File: src/sv/fxsqrt_pkg.sv
// shared widths, constants and control types for the fixed-point square root
// no dependencies; imported by the controller, the datapath and the top level
package fxsqrt_pkg;

  localparam int RADICAND_W = 32;
  localparam int ROOT_W     = 16;

  // left shift applied to the radicand before the root is taken (0 to 16)
  localparam int SCALE_SHIFT = 8;

  // first trial bit of the digit recurrence
  localparam logic [RADICAND_W-1:0] FIRST_BIT = RADICAND_W'(1) << (RADICAND_W - 2);

  typedef struct packed {
    logic load;    // take a new radicand, start the recurrence
    logic step;    // one digit step
    logic unload;  // copy the finished root into the output register
  } fxsqrt_cmd_t;

  typedef struct packed {
    logic last_step;  // the step now running is the final one
  } fxsqrt_status_t;

endpackage

File: src/sv/fixed_point_square_root.sv
// Fixed-point square root. Each transaction on the input carries a 32-bit
// unsigned radicand; the block shifts it left by SCALE_SHIFT bits (bits past
// bit 31 are lost) and returns the floor of the square root of that 32-bit
// value as a 16-bit root. The root comes from a restoring binary
// digit-by-digit recurrence that settles one root bit per clock in a single
// add-compare-subtract unit. Each item is loaded, passed through the digit
// steps and then moved into the output register; a new radicand is not
// taken while one is in the recurrence. A finished root waits
// in its own register, so the next radicand can be taken as soon as the root
// before it has moved there. Nothing is kept between items.
// depends on fxsqrt_pkg, fxsqrt_ctrl and fxsqrt_dp
module fixed_point_square_root #(
  parameter int SCALE_SHIFT = fxsqrt_pkg::SCALE_SHIFT
) (
  input  logic                              clk,
  input  logic                              rst,
  input  logic                              in_valid,
  output logic                              in_ready,
  input  logic [fxsqrt_pkg::RADICAND_W-1:0] radicand,
  output logic                              out_valid,
  input  logic                              out_ready,
  output logic [fxsqrt_pkg::ROOT_W-1:0]     root
);
  import fxsqrt_pkg::*;

  fxsqrt_cmd_t    cmd;
  fxsqrt_status_t status;

  fxsqrt_ctrl u_ctrl (
    .clk       (clk),
    .rst       (rst),
    .in_valid  (in_valid),
    .in_ready  (in_ready),
    .out_valid (out_valid),
    .out_ready (out_ready),
    .status    (status),
    .cmd       (cmd)
  );

  fxsqrt_dp #(
    .SCALE_SHIFT (SCALE_SHIFT)
  ) u_dp (
    .clk      (clk),
    .radicand (radicand),
    .cmd      (cmd),
    .status   (status),
    .root     (root)
  );

endmodule

File: src/sv/fxsqrt_ctrl.sv
// controller for the fixed-point square root: sequences load, sixteen digit
// steps and the hand-over to the output register; owns the output valid flag
// depends on fxsqrt_pkg
module fxsqrt_ctrl (
  input  logic                       clk,
  input  logic                       rst,
  input  logic                       in_valid,
  output logic                       in_ready,
  output logic                       out_valid,
  input  logic                       out_ready,
  input  fxsqrt_pkg::fxsqrt_status_t status,
  output fxsqrt_pkg::fxsqrt_cmd_t    cmd
);
  import fxsqrt_pkg::*;

  localparam logic [1:0] S_IDLE = 2'd0;
  localparam logic [1:0] S_RUN  = 2'd1;
  localparam logic [1:0] S_WAIT = 2'd2;

  logic [1:0] state;
  logic [1:0] state_next;
  logic       out_valid_next;
  logic       can_move;

  // output register free, or being emptied this cycle
  assign can_move = !out_valid || out_ready;

  assign in_ready   = (state == S_IDLE) || ((state == S_WAIT) && can_move);
  assign cmd.load   = in_valid && in_ready;
  assign cmd.step   = (state == S_RUN);
  assign cmd.unload = (state == S_WAIT) && can_move;

  always_comb begin
    state_next = state;
    case (state)
      S_IDLE: begin
        if (cmd.load) state_next = S_RUN;
      end
      S_RUN: begin
        if (status.last_step) state_next = S_WAIT;
      end
      S_WAIT: begin
        if (can_move) state_next = cmd.load ? S_RUN : S_IDLE;
      end
      default: state_next = S_IDLE;
    endcase
  end

  always_comb begin
    out_valid_next = out_valid;
    if (cmd.unload) begin
      out_valid_next = 1'b1;
    end else if (out_valid && out_ready) begin
      out_valid_next = 1'b0;
    end
  end

  always_ff @(posedge clk) begin
    if (rst) begin
      state     <= S_IDLE;
      out_valid <= 1'b0;
    end else begin
      state     <= state_next;
      out_valid <= out_valid_next;
    end
  end

endmodule

File: src/sv/fxsqrt_dp.sv
// datapath for the fixed-point square root: remainder, root accumulator and
// trial bit of the restoring digit recurrence, plus the output register
// depends on fxsqrt_pkg
module fxsqrt_dp #(
  parameter int SCALE_SHIFT = fxsqrt_pkg::SCALE_SHIFT
) (
  input  logic                                 clk,
  input  logic [fxsqrt_pkg::RADICAND_W-1:0]    radicand,
  input  fxsqrt_pkg::fxsqrt_cmd_t              cmd,
  output fxsqrt_pkg::fxsqrt_status_t           status,
  output logic [fxsqrt_pkg::ROOT_W-1:0]        root
);
  import fxsqrt_pkg::*;

  logic [RADICAND_W-1:0] rem;
  logic [RADICAND_W-1:0] acc;
  logic [RADICAND_W-1:0] trial_bit;
  logic [RADICAND_W-1:0] trial;
  logic                  fits;

  assign trial = acc + trial_bit;
  assign fits  = (rem >= trial);

  // trial bit has reached the lowest pair
  assign status.last_step = (trial_bit[1:0] != 2'b00);

  always_ff @(posedge clk) begin
    if (cmd.load) begin
      // bits pushed past the top are dropped
      rem       <= RADICAND_W'(radicand << SCALE_SHIFT);
      acc       <= '0;
      trial_bit <= FIRST_BIT;
    end else if (cmd.step) begin
      if (fits) begin
        rem <= rem - trial;
        acc <= (acc >> 1) + trial_bit;
      end else begin
        acc <= acc >> 1;
      end
      trial_bit <= trial_bit >> 2;
    end
    if (cmd.unload) begin
      root <= acc[ROOT_W-1:0];
    end
  end

endmodule

File: config.mk
export PLATFORM = sky130hd
export DESIGN_NAME = fixed_point_square_root
export DESIGN_NICKNAME = d
export VERILOG_FILES = /design/src/sv/fxsqrt_pkg.sv /design/src/sv/fixed_point_square_root.sv /design/src/sv/fxsqrt_ctrl.sv /design/src/sv/fxsqrt_dp.sv
export SDC_FILE = /design/constraint.sdc
export NUM_CORES = 1
export LEC_CHECK = 0
export BUFFER_PORTS_ARGS = -buffer_cell sky130_fd_sc_hd__buf_2
export CAP_MARGIN = 10
export CORE_ASPECT_RATIO = 0.6
export CORE_MARGIN = 2
export CORE_UTILIZATION = 53
export CTS_CLUSTER_DIAMETER = 120
export CTS_CLUSTER_SIZE = 28
export DETAILED_ROUTE_END_ITERATION = 10
export GPL_TIMING_DRIVEN = 0
export PLACE_DENSITY = 0.7
export SLEW_MARGIN = 20
export SYNTH_ARGS = -nofsm -noshare
export SYNTH_HDL_FRONTEND = slang
export SYNTH_SLANG_ARGS = --single-unit
File: constraint.sdc
create_clock -name clk -period 6.3 [get_ports clk]
set_clock_uncertainty 0.1 [all_clocks]
set_input_delay 0.945 -clock clk [delete_from_list [all_inputs] [get_ports clk]]
set_output_delay 0.945 -clock clk [all_outputs]
set_load 0.03 [all_outputs]
==> qor.yml <==
result_of_the_run: "complete, no violations"
synth_compound_area_frac: 0.278
floorplan.die_area_mm2: 0.0156
final_antenna_net_count: 0
design.portCount: 54
synthSimpleGateAreaFrac: 0.181
post-cts-setup-buffer-count: 0
worst_ep_arrival_time_ns: 5.76
hold_viol: 0
ys_top_cells_by_area: "sky130_fd_sc_hd__edfxtp_1 (16%), sky130_fd_sc_hd__dfxtp_1 (15%), sky130_fd_sc_hd__ha_1 (11%)"
slew_headroom: 0.404
gp_congestion: 0.908
postSynthRegisterBits: 99
cts-htree-levels: 3
diodes: 0
post_synth.cell_area_avg_um2: 8.46
final_layout_size_suffix_gt1_frac: 0.117
ys_warn_count: 0
seq_area_frac_synth: 0.308
first_global_vias: 6609
synth_edf_count: 40
avgViaCountPerCell: 6.16
route.detailed.drc: 0
numCtsBuffers: 9
globalRoute.totalOverflow: 0
synthDominantCellAreaShare: 0.155
total_power_uw: 3920
period_minus_slack_ns: 5.87
max_freq_ghz: 0.170
power_per_cell_area_mw_per_mm2: 460
port-buffer-count: 45
grt_setup_unrepaired: "false"
timing.setup.critical_path_class: "reg -> reg"
hpwlAfterDp_um: 16700
timing_max_transition_violations_final: 0
power.ir.vdd_worst_v: 0.000274
drt_first_pass_iters: 7
final_net_count: 1072
cts_hold_buf: 0
synth.mux.area_fraction: 0.0130
cp.required_ns: 6.19
cell_area_after_layout_mm2: 0.00851
synthesis.area_mm2: 0.00773
final_cell_mix: "sky130_fd_sc_hd__nand2_1 (120), sky130_fd_sc_hd__a21oi_1 (77), sky130_fd_sc_hd__nor2_1 (72), sky130_fd_sc_hd__ha_1 (66), sky130_fd_sc_hd__o21ai_0 (61)"
max_cap_violations: 0
grt_start_max_net_pins: 25
die_y_um: 97.5
vias: 7214
dr.first_iter.drc_count: 548
tritoncts: "yes"
crit_fanout: 24
min-delay-path-class: "reg -> reg"
layout.cells.most_common: "sky130_fd_sc_hd__nand2_1"
period_share: 0.931
clkSlewWorstSetupHoldPaths_ns: 0.08
core_util_final: 0.592
clock-sinks: 99
register_area_mm2: 0.00238
wire_per_inst_um: 18.7
synth_fa_ha_area_frac: 0.109
starting_density: 0.537
synthXorXnorAreaFrac: 0.0748
setup_violations: 0
timing_worst_slew_pin_value_ns: 0.893
antenna_found_initial: 0
placement_rows: 34
startpoint_type: "flop"
placement.cell_area_mm2: 0.00821
netlist.top_cell.by_area: "sky130_fd_sc_hd__edfxtp_1"
largest_family_of_logic_cells_by_synthesized_area: "compound AO/OA/AOI/OAI gates"
global_route_wire_length_before_repair_um: 35500
placeableCoreArea_mm2: 0.0144
synth_nets: 1016
end_kind: "flop"
area_growth_pct: 10.1
die_w_um: 160
async_flop_share: 0
clk_root_buffer_cell: "sky130_fd_sc_hd__clkbuf_16"
cts.repair.resized: 0
fin_tns_setup_ns: 0
grt.total_usage: 0.286
skew_pair_late_insertion_delay_ns: 0.36
power_leakage_uw: 0.00331
synth.lib_cells_used.distinct: 84
clock_path_buffers: 2
synth_ff_type: "sky130_fd_sc_hd__dfxtp_1"
n_fill_cell: 1380
detail_route.wirelength_um: 21900
multi_input_comb_area_mm2: 0.00507
number_of_instances_in_the_synthesized_netlist: 913
[routing by layer]
| layer | track usage | up-vias | wire (um) |
|---|---|---|---|
| li1 | - | 3507 | - |
| met1 | 0.455 | 3390 | 11300 |
| met2 | 0.405 | 300 | 8790 |
| met3 | 0.0461 | 17 | 1690 |
| met4 | 0.0499 | 0 | 157 |
| met5 | 0 | - | 0 |
[state kept, by name, indices dropped and copies added (netlist names)]
| name | cells |
|---|---|
| u_dp.root | 16 |
| u_dp.rem | 32 |
| u_ctrl.state | 2 |
| u_dp.acc | 32 |
| u_dp.trial_bit | 16 |
| u_ctrl.out_valid | 1 |
[kinds of logic (layout without fill, tap and decap cells)]
logic type,Yosys count,after routing
compound gates,306,306
simple gates,305,305
flops,99,99
fa+ha+maj,67,67
xor+xnor,66,66
buf+inv,60,121
mux,10,10
[area by class of cell]
type / count / share of cell area
well taps: 198 / 0.0291
clock buffers: 9 / 0.0265
flip-flops and latches: 99 / 0.280
repair buffers: 45 / 0.0265
plain buffers: 42 / 0.0246
clock inverters: 7 / 0.00941
multi-input cells: 754 / 0.596
inverters: 18 / 0.00794
[synth_stat cells (18+ instances only)]
cell	instances
sky130_fd_sc_hd__a21o_1	25
sky130_fd_sc_hd__inv_1	18
sky130_fd_sc_hd__edfxtp_1	40
sky130_fd_sc_hd__dfxtp_1	59
sky130_fd_sc_hd__o21ai_0	61
sky130_fd_sc_hd__nand3_1	27
sky130_fd_sc_hd__a31oi_1	25
sky130_fd_sc_hd__a21oi_1	77
sky130_fd_sc_hd__nor2_1	73
sky130_fd_sc_hd__ha_1	66
sky130_fd_sc_hd__xnor2_1	31
sky130_fd_sc_hd__nand2_1	121
sky130_fd_sc_hd__clkbuf_1	24
sky130_fd_sc_hd__xor2_1	35
[through the flow]
stage          std cells  setup slack (ns)  hold WS, ns
2_1_floorplan        913              1.31        0.332
3_3_place_gp        1156             0.175        0.355
3_5_place_dp        1156             0.541        0.357
4_1_cts             1172             0.482        0.378
5_1_grt             1172             0.102        0.411
6_report            1172             0.432        0.375
[worst max-delay path: stages, from the launching register on]
cell and delay (ns):
sky130_fd_sc_hd__dfxtp_1 0.52, sky130_fd_sc_hd__ha_1 0.34, sky130_fd_sc_hd__a31oi_1 0.27, sky130_fd_sc_hd__o21bai_1 0.21
sky130_fd_sc_hd__a21oi_1 0.25, sky130_fd_sc_hd__o311ai_2 0.17, sky130_fd_sc_hd__a211o_2 0.38, sky130_fd_sc_hd__a21oi_2 0.32
sky130_fd_sc_hd__o21bai_1 0.12, sky130_fd_sc_hd__xnor2_1 0.15, sky130_fd_sc_hd__ha_1 0.29, sky130_fd_sc_hd__buf_2 0.17
sky130_fd_sc_hd__nand4_1 0.20, sky130_fd_sc_hd__nor4_1 0.34, sky130_fd_sc_hd__a211oi_1 0.10, sky130_fd_sc_hd__a32oi_2 0.30
sky130_fd_sc_hd__o21a_1 0.18, sky130_fd_sc_hd__buf_6 0.17, sky130_fd_sc_hd__nand2_2 0.12, sky130_fd_sc_hd__buf_2 0.25
sky130_fd_sc_hd__nand2_2 0.53
[final timing paths]
kind | startpoint | endpoint | slack [ns] | cells past startpoint
hold reg to reg | u_dp.acc[11] | u_dp.root[11] | 0.38 | 0
setup reg to reg | u_dp.acc[2] | u_dp.rem[21] | 0.43 | 20
hold / removal | u_dp.acc[11] | u_dp.root[11] | 0.38 | 0
setup / recovery | u_dp.acc[2] | u_dp.rem[21] | 0.43 | 20
[power by group]
part           internal, uW  leakage [uW]  switching (uW)  total, uW
logic                   942       0.00230            1420       2360
registers               826      0.000871             152        979
clock network           283      0.000146             296        579
total                  2050       0.00331            1860       3920
(Power assumes the default switching activity.)
